==> src/hw/rtl/csvfs_pkg.sv <==
// ----------------------------------------------------------------------------
// CSV field splitter package
// Shared constants, character codes and the command passed front to back.
// ----------------------------------------------------------------------------
package csvfs_pkg;

  // Field counting
  localparam int FIELD_COUNT = 11;
  localparam int FC_W        = $clog2(FIELD_COUNT + 1);
  localparam int FIDX_W      = 4;
  localparam int MASK_BITS   = 11;
  localparam int MASK_IDX_W  = $clog2(MASK_BITS);
  localparam logic [MASK_BITS-1:0] LIST_MASK_RESET = 11'd1048;

  // Space run counter
  localparam int SP_W = 12;
  localparam logic [SP_W-1:0] SPACE_MAX = 12'd4095;

  // Character codes
  localparam logic [7:0] CH_NUL   = 8'h00;
  localparam logic [7:0] CH_NL    = 8'h0A;
  localparam logic [7:0] CH_SPACE = 8'h20;
  localparam logic [7:0] CH_QUOTE = 8'h22;
  localparam logic [7:0] CH_COMMA = 8'h2C;
  localparam logic [7:0] CH_UPN   = 8'h4E;
  localparam logic [7:0] CH_LOWA  = 8'h61;

  // Result kinds
  localparam logic [1:0] KIND_CHAR  = 2'd0;
  localparam logic [1:0] KIND_ELEM  = 2'd1;
  localparam logic [1:0] KIND_FIELD = 2'd2;

  // Emit slots of one command, sent lowest bit first
  localparam int EMIT_CHAR      = 0;
  localparam int EMIT_ELEM_PRE  = 1;
  localparam int EMIT_NAN_N0    = 2;
  localparam int EMIT_NAN_A     = 3;
  localparam int EMIT_NAN_N1    = 4;
  localparam int EMIT_ELEM_POST = 5;
  localparam int EMIT_FIELD     = 6;
  localparam int EMIT_W         = 7;

  // Command queue
  localparam int FIFO_DEPTH = 4;
  localparam int FIFO_PTR_W = $clog2(FIFO_DEPTH);
  localparam int FIFO_CNT_W = $clog2(FIFO_DEPTH + 1);

  // Configuration port
  localparam int PADDR_W = 3;
  localparam logic [PADDR_W-3:0] REG_LIST_MASK = 1'b0;

  typedef struct packed {
    logic [EMIT_W-1:0] emit;
    logic [7:0]        ch;
    logic [SP_W-1:0]   sp;
    logic [FIDX_W-1:0] fidx;
    logic              rec;
  } cmd_t;

  typedef struct packed {
    logic full;
    logic empty;
  } fifo_stat_t;

endpackage

==> src/hw/rtl/csvfs_fifo.sv <==
// ----------------------------------------------------------------------------
// CSV field splitter command queue
// Short register queue that decouples the byte classifier from the emitter.
// ----------------------------------------------------------------------------
module csvfs_fifo (
  input  logic                 clk,
  input  logic                 rst,
  input  logic                 push,
  input  csvfs_pkg::cmd_t      wr_data,
  input  logic                 pop,
  output csvfs_pkg::cmd_t      rd_data,
  output csvfs_pkg::fifo_stat_t stat
);

  csvfs_pkg::cmd_t                         mem [csvfs_pkg::FIFO_DEPTH];
  logic [csvfs_pkg::FIFO_PTR_W-1:0]        wr_ptr;
  logic [csvfs_pkg::FIFO_PTR_W-1:0]        rd_ptr;
  logic [csvfs_pkg::FIFO_CNT_W-1:0]        count;
  logic                                    do_push;
  logic                                    do_pop;

  assign stat.full  = (count == csvfs_pkg::FIFO_CNT_W'(csvfs_pkg::FIFO_DEPTH));
  assign stat.empty = (count == '0);
  assign do_push    = push && !stat.full;
  assign do_pop     = pop && !stat.empty;
  assign rd_data    = mem[rd_ptr];

  // Store entries
  always_ff @(posedge clk) begin
    if (do_push) begin
      mem[wr_ptr] <= wr_data;
    end
  end

  // Advance pointers and occupancy
  always_ff @(posedge clk) begin
    if (rst) begin
      wr_ptr <= '0;
      rd_ptr <= '0;
      count  <= '0;
    end else begin
      if (do_push) begin
        wr_ptr <= (wr_ptr == csvfs_pkg::FIFO_PTR_W'(csvfs_pkg::FIFO_DEPTH - 1)) ?
                  '0 : wr_ptr + 1'b1;
      end
      if (do_pop) begin
        rd_ptr <= (rd_ptr == csvfs_pkg::FIFO_PTR_W'(csvfs_pkg::FIFO_DEPTH - 1)) ?
                  '0 : rd_ptr + 1'b1;
      end
      if (do_push && !do_pop) begin
        count <= count + 1'b1;
      end else if (do_pop && !do_push) begin
        count <= count - 1'b1;
      end
    end
  end

endmodule

==> src/hw/rtl/csvfs_front.sv <==
// ----------------------------------------------------------------------------
// CSV field splitter front end
// Tracks quoting, spaces and field position per byte and issues commands.
// ----------------------------------------------------------------------------
module csvfs_front (
  input  logic                                  clk,
  input  logic                                  rst,
  input  logic                                  in_valid,
  output logic                                  in_ready,
  input  logic [7:0]                            in_byte,
  input  logic [csvfs_pkg::MASK_BITS-1:0]       list_mask,
  input  csvfs_pkg::fifo_stat_t                 stat,
  output logic                                  cmd_push,
  output csvfs_pkg::cmd_t                       cmd
);

  localparam int FcW     = csvfs_pkg::FC_W;
  localparam int FidxW   = csvfs_pkg::FIDX_W;
  localparam int MaskIdxW = csvfs_pkg::MASK_IDX_W;

  logic                        inside_quotes, inside_quotes_next;
  logic                        quote_pending, quote_pending_next;
  logic [FcW-1:0]              field_counter, field_counter_next;
  logic                        element_started, element_started_next;
  logic [csvfs_pkg::SP_W-1:0]  held_space_count, held_space_count_next;
  logic                        field_has_element, field_has_element_next;

  logic accept;
  logic live;
  logic is_list;
  logic quotes_eff;
  logic do_char;
  logic do_close;
  logic close_rec;
  logic [7:0] char_val;

  assign in_ready   = !stat.full;
  assign accept     = in_valid && in_ready;
  assign live       = (field_counter < FcW'(csvfs_pkg::FIELD_COUNT));
  assign is_list    = (field_counter < FcW'(csvfs_pkg::MASK_BITS)) &&
                      list_mask[MaskIdxW'(field_counter)];
  assign quotes_eff = quote_pending ? 1'b0 : inside_quotes;
  assign cmd_push   = accept && (cmd.emit != '0);

  // Classify the byte
  always_comb begin
    do_char   = 1'b0;
    do_close  = 1'b0;
    close_rec = 1'b0;
    char_val  = in_byte;
    inside_quotes_next = inside_quotes;
    quote_pending_next = quote_pending;
    if (accept) begin
      quote_pending_next = 1'b0;
      if (quote_pending && in_byte == csvfs_pkg::CH_QUOTE) begin
        // doubled quote inside quotes: literal quote
        do_char = 1'b1;
      end else begin
        inside_quotes_next = quotes_eff;
        if (in_byte == csvfs_pkg::CH_NUL || in_byte == csvfs_pkg::CH_NL) begin
          do_close  = 1'b1;
          close_rec = 1'b1;
        end else if (in_byte == csvfs_pkg::CH_QUOTE) begin
          if (quotes_eff) begin
            quote_pending_next = 1'b1;
          end else begin
            inside_quotes_next = 1'b1;
          end
        end else if (in_byte == csvfs_pkg::CH_COMMA) begin
          if (!quotes_eff) begin
            do_close = 1'b1;
          end else if (!is_list) begin
            do_char = 1'b1;
          end
        end else if (in_byte != csvfs_pkg::CH_SPACE) begin
          do_char = 1'b1;
        end
      end
    end
  end

  // Build the command and the next value state
  always_comb begin
    cmd.emit = '0;
    cmd.ch   = char_val;
    cmd.sp   = '0;
    cmd.fidx = FidxW'(field_counter);
    cmd.rec  = 1'b0;
    field_counter_next     = field_counter;
    element_started_next   = element_started;
    held_space_count_next  = held_space_count;
    field_has_element_next = field_has_element;

    if (accept) begin
      // interior space run and quoted list separator
      if (!do_char && !do_close) begin
        if (in_byte == csvfs_pkg::CH_SPACE && !quote_pending) begin
          if (element_started && held_space_count < csvfs_pkg::SPACE_MAX) begin
            held_space_count_next = held_space_count + 1'b1;
          end
        end else if (in_byte == csvfs_pkg::CH_SPACE && quote_pending) begin
          if (element_started && held_space_count < csvfs_pkg::SPACE_MAX) begin
            held_space_count_next = held_space_count + 1'b1;
          end
        end else if (in_byte == csvfs_pkg::CH_COMMA && quotes_eff && is_list) begin
          if (element_started) begin
            cmd.emit[csvfs_pkg::EMIT_ELEM_PRE] = live;
            element_started_next  = 1'b0;
            held_space_count_next = '0;
          end
        end
      end

      // value character
      if (do_char) begin
        cmd.emit[csvfs_pkg::EMIT_CHAR] = live;
        cmd.sp = element_started ? held_space_count : '0;
        element_started_next   = 1'b1;
        field_has_element_next = 1'b1;
        held_space_count_next  = '0;
      end

      // field close
      if (do_close) begin
        if (live) begin
          cmd.emit[csvfs_pkg::EMIT_ELEM_PRE] = is_list && element_started;
          if (!field_has_element) begin
            cmd.emit[csvfs_pkg::EMIT_NAN_N0]    = 1'b1;
            cmd.emit[csvfs_pkg::EMIT_NAN_A]     = 1'b1;
            cmd.emit[csvfs_pkg::EMIT_NAN_N1]    = 1'b1;
            cmd.emit[csvfs_pkg::EMIT_ELEM_POST] = is_list;
          end
          cmd.emit[csvfs_pkg::EMIT_FIELD] = 1'b1;
          cmd.rec = close_rec;
        end
        element_started_next   = 1'b0;
        held_space_count_next  = '0;
        field_has_element_next = 1'b0;
        if (close_rec) begin
          field_counter_next = '0;
        end else if (live) begin
          field_counter_next = field_counter + 1'b1;
        end
      end
    end
  end

  // Hold parser state
  always_ff @(posedge clk) begin
    if (rst) begin
      inside_quotes     <= 1'b0;
      quote_pending     <= 1'b0;
      field_counter     <= '0;
      element_started   <= 1'b0;
      held_space_count  <= '0;
      field_has_element <= 1'b0;
    end else begin
      inside_quotes     <= (do_close && close_rec) ? 1'b0 : inside_quotes_next;
      quote_pending     <= (do_close && close_rec) ? 1'b0 : quote_pending_next;
      field_counter     <= field_counter_next;
      element_started   <= element_started_next;
      held_space_count  <= held_space_count_next;
      field_has_element <= field_has_element_next;
    end
  end

endmodule

==> src/hw/rtl/csvfs_back.sv <==
// ----------------------------------------------------------------------------
// CSV field splitter back end
// Expands each queued command into its result beats, lowest slot first.
// ----------------------------------------------------------------------------
module csvfs_back (
  input  logic                  clk,
  input  logic                  rst,
  input  csvfs_pkg::cmd_t       fifo_data,
  input  csvfs_pkg::fifo_stat_t stat,
  output logic                  fifo_pop,
  output logic                  out_valid,
  input  logic                  out_ready,
  output logic [1:0]            out_kind,
  output logic [7:0]            out_char,
  output logic [csvfs_pkg::SP_W-1:0]   out_sp,
  output logic [csvfs_pkg::FIDX_W-1:0] out_fidx,
  output logic                  out_rec,
  output logic                  out_last
);

  csvfs_pkg::cmd_t                  cur;
  logic                             cur_valid;
  logic [csvfs_pkg::EMIT_W-1:0]     rest;
  logic                             beat;
  logic                             last;

  assign rest      = cur.emit & (cur.emit - 1'b1);
  assign last      = (rest == '0);
  assign beat      = cur_valid && out_ready;
  assign fifo_pop  = !stat.empty && (!cur_valid || (beat && last));
  assign out_valid = cur_valid;
  assign out_fidx  = cur.fidx;
  assign out_last  = last;

  // Select the beat for the lowest pending slot
  always_comb begin
    out_kind = csvfs_pkg::KIND_FIELD;
    out_char = '0;
    out_sp   = '0;
    out_rec  = 1'b0;
    if (cur.emit[csvfs_pkg::EMIT_CHAR]) begin
      out_kind = csvfs_pkg::KIND_CHAR;
      out_char = cur.ch;
      out_sp   = cur.sp;
    end else if (cur.emit[csvfs_pkg::EMIT_ELEM_PRE]) begin
      out_kind = csvfs_pkg::KIND_ELEM;
    end else if (cur.emit[csvfs_pkg::EMIT_NAN_N0]) begin
      out_kind = csvfs_pkg::KIND_CHAR;
      out_char = csvfs_pkg::CH_UPN;
    end else if (cur.emit[csvfs_pkg::EMIT_NAN_A]) begin
      out_kind = csvfs_pkg::KIND_CHAR;
      out_char = csvfs_pkg::CH_LOWA;
    end else if (cur.emit[csvfs_pkg::EMIT_NAN_N1]) begin
      out_kind = csvfs_pkg::KIND_CHAR;
      out_char = csvfs_pkg::CH_UPN;
    end else if (cur.emit[csvfs_pkg::EMIT_ELEM_POST]) begin
      out_kind = csvfs_pkg::KIND_ELEM;
    end else begin
      out_rec = cur.rec;
    end
  end

  // Load the next command or drop the sent slot
  always_ff @(posedge clk) begin
    if (fifo_pop) begin
      cur <= fifo_data;
    end else if (beat) begin
      cur.emit <= rest;
    end
  end

  always_ff @(posedge clk) begin
    if (rst) begin
      cur_valid <= 1'b0;
    end else if (fifo_pop) begin
      cur_valid <= 1'b1;
    end else if (beat && last) begin
      cur_valid <= 1'b0;
    end
  end

endmodule

==> src/hw/rtl/csv_record_field_splitter_core.sv <==
// ----------------------------------------------------------------------------
// CSV record field splitter core
// Splits CSV text into field values, list elements and field ends.
// ----------------------------------------------------------------------------
// Input stream s_*: one text byte per beat in s_tdata[7:0]; a newline or NUL
// ends the record. Output stream m_*: one result per beat; m_tlast marks the
// final result of an input byte. A byte that only updates parser state (a
// quote, a space, a skipped separator) gives no output beat.
// The front end accepts a byte every cycle while its 4-entry command queue
// has room. The back end sends one beat per cycle while m_tready is high: a
// value character gives one beat, a field end up to five beats (element end,
// N, a, N, element end, field end), one per slot that the emitter must walk.
// An input byte passes through the command queue and the emitter's command register.
// A stalled receiver holds the output beat; the queue then fills and
// s_tready drops. Reset clears quoting, the field counter and the queue and
// sets list_field_mask to its default; there is no clearing pass.
// APB register 0 (address 0): list_field_mask[10:0]; the user must write it only
// while the block is idle, which the block itself does not enforce.
// ----------------------------------------------------------------------------
module csv_record_field_splitter_core (
  input  logic                            clk,
  input  logic                            rst,
  // slave stream: [7:0] text_byte
  input  logic                            s_tvalid,
  output logic                            s_tready,
  input  logic [7:0]                      s_tdata,
  // master stream
  output logic                            m_tvalid,
  input  logic                            m_tready,
  // [7:0] char_out, [19:8] spaces_before, [23:20] field_index
  output logic [23:0]                     m_tdata,
  // [1:0] item_kind, [2] record_end
  output logic [2:0]                      m_tuser,
  output logic                            m_tlast,
  // configuration
  input  logic                            psel,
  input  logic                            penable,
  input  logic                            pwrite,
  input  logic [csvfs_pkg::PADDR_W-1:0]   paddr,
  input  logic [31:0]                     pwdata,
  output logic [31:0]                     prdata,
  output logic                            pready
);

  logic [csvfs_pkg::MASK_BITS-1:0]   list_field_mask;
  logic                              reg_hit;
  csvfs_pkg::cmd_t                   push_cmd;
  csvfs_pkg::cmd_t                   head_cmd;
  csvfs_pkg::fifo_stat_t             stat;
  logic                              cmd_push;
  logic                              cmd_pop;
  logic [1:0]                        out_kind;
  logic [7:0]                        out_char;
  logic [csvfs_pkg::SP_W-1:0]        out_sp;
  logic [csvfs_pkg::FIDX_W-1:0]      out_fidx;
  logic                              out_rec;

  // Register file
  assign pready  = 1'b1;
  assign reg_hit = (paddr[csvfs_pkg::PADDR_W-1:2] == csvfs_pkg::REG_LIST_MASK);
  assign prdata  = reg_hit ? {{(32 - csvfs_pkg::MASK_BITS){1'b0}}, list_field_mask} : '0;

  always_ff @(posedge clk) begin
    if (rst) begin
      list_field_mask <= csvfs_pkg::LIST_MASK_RESET;
    end else if (psel && penable && pwrite && pready && reg_hit) begin
      list_field_mask <= pwdata[csvfs_pkg::MASK_BITS-1:0];
    end
  end

  csvfs_front u_front (
    .clk       (clk),
    .rst       (rst),
    .in_valid  (s_tvalid),
    .in_ready  (s_tready),
    .in_byte   (s_tdata),
    .list_mask (list_field_mask),
    .stat      (stat),
    .cmd_push  (cmd_push),
    .cmd       (push_cmd)
  );

  csvfs_fifo u_fifo (
    .clk     (clk),
    .rst     (rst),
    .push    (cmd_push),
    .wr_data (push_cmd),
    .pop     (cmd_pop),
    .rd_data (head_cmd),
    .stat    (stat)
  );

  csvfs_back u_back (
    .clk       (clk),
    .rst       (rst),
    .fifo_data (head_cmd),
    .stat      (stat),
    .fifo_pop  (cmd_pop),
    .out_valid (m_tvalid),
    .out_ready (m_tready),
    .out_kind  (out_kind),
    .out_char  (out_char),
    .out_sp    (out_sp),
    .out_fidx  (out_fidx),
    .out_rec   (out_rec),
    .out_last  (m_tlast)
  );

  // Pack the result beat
  assign m_tdata = {out_fidx, out_sp, out_char};
  assign m_tuser = {out_rec, out_kind};

endmodule

==> config.mk <==
export PLATFORM = sky130hd
export DESIGN_NAME = csv_record_field_splitter_core
export DESIGN_NICKNAME = d
export VERILOG_FILES = /design/src/hw/rtl/csvfs_pkg.sv /design/src/hw/rtl/csvfs_fifo.sv /design/src/hw/rtl/csvfs_front.sv /design/src/hw/rtl/csvfs_back.sv /design/src/hw/rtl/csv_record_field_splitter_core.sv
export SDC_FILE = /design/constraint.sdc
export NUM_CORES = 1
export LEC_CHECK = 0
export BUFFER_PORTS_ARGS = -buffer_cell sky130_fd_sc_hd__buf_2
export CORE_ASPECT_RATIO = 1.5
export CORE_MARGIN = 2
export CORE_UTILIZATION = 25
export CTS_CLUSTER_SIZE = 25
export DETAILED_ROUTE_END_ITERATION = 7
export GPL_ROUTABILITY_DRIVEN = 0
export HOLD_SLACK_MARGIN = 0.02
export PLACE_DENSITY_LB_ADDON = 0.15
export SLEW_MARGIN = 20
export SYNTH_ARGS = -nofsm -noshare
export SYNTH_HDL_FRONTEND = slang
export SYNTH_SLANG_ARGS = --single-unit
==> constraint.sdc <==
create_clock -name clk -period 3.72 [get_ports clk]
set_input_delay 0.372 -clock clk [delete_from_list [all_inputs] [get_ports clk]]
set_output_delay 0.372 -clock clk [all_outputs]
set_load 0.1 [all_outputs]
==> key figures <==
Status
  • Status: completed

STA
  • Tcrit/Tclk final: 87.0%
  • Final hold violation count: 0
  • RSZ-0062 raised after global routing: no
  • Fin. max-slew vios: 0
  • Slew Limit Headroom: 46.7%
  • Fin Setup TNS: 0 ps
  • Final setup violation count: 0
  • Max Clk Rate: 309 MHz
  • Least-Margin Pin Slew: 800 ps
  • Final WS setup: 485 ps
  • Clock Skews: 7.77 ps
  • Tmin final: 3240 ps

Yosys
  • Yosys warning total: 0
  • Yosys top cell by area: edfxtp_1
  • Post-synth cell types: 63
  • Synth Instances: 572
  • Register area share after synthesis: 65.5%
  • Yosys top cell area share: 55.5%
  • Synthesized cell area: 0.00822 sq mm
  • Syn Area/Cell: 14.4 sq um
  • EDFF count, synth: 152
  • Fraction of registers with async set/reset: 0%
  • Area contributors post-synth: edfxtp_1, dfxtp_1, mux4_2
  • Primary FF master, synth: edfxtp_1
  • Seq cells post-synth: 193

Hold path
  • Worst min path class: in2reg
  • Min-Delay Path Depth: 3
  • Min-Delay Startpoint: pwdata[3]
  • Hold Path Sink: list_field_mask[3]$_SDFFE_PP1P_

Drt
  • Post-route ant nets: 0
  • DRC viols: 0
  • 1st-iter DRT viols: 253
  • Vias per cell: 4.44
  • DR vias: 4747
  • Drt pass-1 iters: 6
  • Routed length per instance: 16.9 um
  • WL final: 18.0 mm

Critical path
  • R2R cell count: 11
  • CP required: 4090 ps
  • Critical path capture point type: register
  • Worst R2R Setup Slack: 480 ps
  • FF-to-FF Start: u_back.cur[27]$_DFFE_PP_
  • Worst EP arrival: 3600 ps
  • CP max FO: 8
  • Crit path kind: reg2reg
  • R2r endpoint: u_fifo.count[2]$_SDFFE_PP0P_
  • CP Launch Type: register

CTS
  • Post-CTS setup buffer count: 0
  • PostCTS Resize Cnt: 0
  • CTS tree: yes
  • CTS Hold Bufs: 0
  • Clock net sink count: 193
  • Worst-Skew Late Latency: 440 ps
  • Num CTS Buffers: 17
  • Clk slew on worst S/H paths: 70 ps
  • H-tree depth: 4
  • CTS Root Cell: clkbuf_16
  • Longest Clk Path Bufs: 2

Power
  • VDD IR max: 0.000346 V
  • Power Dens Cells: 762 mW/mm^2
  • Pwr Total: 7.32 mW
  • LEAKAGE: 3.42 nW

GRT
  • Tot GR Track Use: 10.9%
  • Vias in the first global route: 5064
  • GRT overflow: 0
  • First-pass GRT wire length: 28.5 mm
  • Largest net degree at the start of global routing: 31
  • Initial antenna violation count: 0

Placement
  • Port buffer count: 67
  • Hpwl dp: 12.1 mm
  • Setup WS pre-CTS: 387 ps

Final layout
  • Most common cell after layout, fill and taps aside: edfxtp_1
  • Area grow syn2layout: 16.8%
  • Commonest cells after routing, fill and taps aside: edfxtp_1, buf_2, nand2_1
  • Final net count: 701
  • Layout cells sized above 1: 24.0%
  • # diodes: 0

Floorplan
  • Die height: 226 um
  • Total I/O pin count: 113
  • Die area: 0.0344 sq mm
  • FP Rows: 81
  • DIE WIDTH: 152 um
  • Initial cell density of the core: 25.3%
  • CORE AREA: 0.0325 sq mm

Run
  • Total of max-cap violations: 0
## critical path: stages, from the launching register on
cell and delay, ps:
edfxtp_1 490, or4_1 640, nor3_4 180, nor2b_1 110, o31ai_1 400, nand2_1 270, ha_1 290, inv_1 70
fa_1 170, xor2_1 80, or3_1 300, a21oi_1 150
## cells by family (layout without fill, tap and decap cells)
| group | count (synthesis) | in the layout | share of synthesized area, % |
|---|---|---|---|
| AOI/OAI and AO/OA | 70 | 70 | 5.72 |
| other | 2 | 22 | 0.0913 |
| adders and majority gates | 10 | 10 | 1.58 |
| muxes | 41 | 41 | 9.59 |
| xor gates and xnor gates | 8 | 8 | 0.852 |
| and+or+nand+nor | 187 | 187 | 12.5 |
| DFF | 193 | 193 | 65.5 |
| buffers and inverters | 61 | 124 | 4.20 |
## cells in the mapped netlist (all sizes together) (2+ instances only)
library cell	number
a211oi	2
and4b	2
nand2b	3
nor3	5
nor2	28
nor2b	21
nand2	43
conb	2
or4	3
nand4	3
nand3b	2
o311ai	2
or3	10
inv	8
ha	8
xor2	6
o21ai	19
o21bai	2
edfxtp	152
xnor2	2
and3	19
or2	2
clkbuf	14
dfxtp	41
mux4	30
a21oi	26
mux2	2
mux2i	9
buf	39
and2	25
nand3	13
a22o	2
nor4	2
o31ai	8
## per-stage QoR
stage | hold WS [ps] | instances | instance area [sq um] | util, %
after global placement | 455 | 1038 | 9040 | 27.8
after floorplan | 442 | 592 | 8310 | -
after CTS | 121 | 1070 | 9610 | 29.5
after global routing | 140 | 1070 | 9610 | 29.5
after detailed placement | 460 | 1038 | 9040 | 27.8
final | 151 | 1070 | 9610 | 29.5
## final cells by class
type	instances	area, sq um
sequential	193	5390
tap	415	519
multi-input combinational	338	2580
fill	3254	22900
clock buffer	17	425
inverter	8	30.0
clock inverter	15	144
timing repair buffer	84	526
## metal layers
layer / vias up / global-route usage [%] / wire (um)
met1: 2386 / 12.6 / 7690
met2: 100 / 19.7 / 9460
met5: - / 0 / 0
li1: 2245 / - / -
met3: 16 / 2.67 / 591
met4: 0 / 3.98 / 299
## state kept, by name, indices dropped and copies added (netlist names), named ones only
signal	flops
u_back.cur	28
u_front.field_counter	4
u_front.field_has_element	1
u_back.out_valid	1
u_back.out_fidx	4
list_field_mask	11
u_fifo.mem	120
u_front.inside_quotes	1
u_fifo.rd_ptr	2
u_front.element_started	1
u_fifo.count	3
u_front.held_space_count	12
u_front.quote_pending	1
u_fifo.wr_ptr	2
## worst max path at each step
stage | endpoint | cells past startpoint | slack [ps] | from
after detailed placement | u_fifo.count[2]$_SDFFE_PP0P_ | 12 | 390 | s_tdata[0]
after CTS | u_fifo.count[2]$_SDFFE_PP0P_ | 11 | 420 | u_back.cur[27]$_DFFE_PP_
final | u_fifo.count[2]$_SDFFE_PP0P_ | 11 | 480 | u_back.cur[27]$_DFFE_PP_
after floorplan | u_back.cur[31]$_DFFE_PP_ | 7 | 140 | u_back.cur[27]$_DFFE_PP_
after global routing | u_fifo.count[2]$_SDFFE_PP0P_ | 11 | 230 | u_back.cur[27]$_DFFE_PP_
after global placement | u_fifo.count[2]$_SDFFE_PP0P_ | 12 | 400 | s_tdata[0]
## power breakdown
part / total, mW / internal [mW] / switching, mW
sequential: 2.93 / 2.73 / 0.204
clock: 1.79 / 0.983 / 0.803
combinational: 2.61 / 0.599 / 2.01
(Power assumes the default switching activity.)
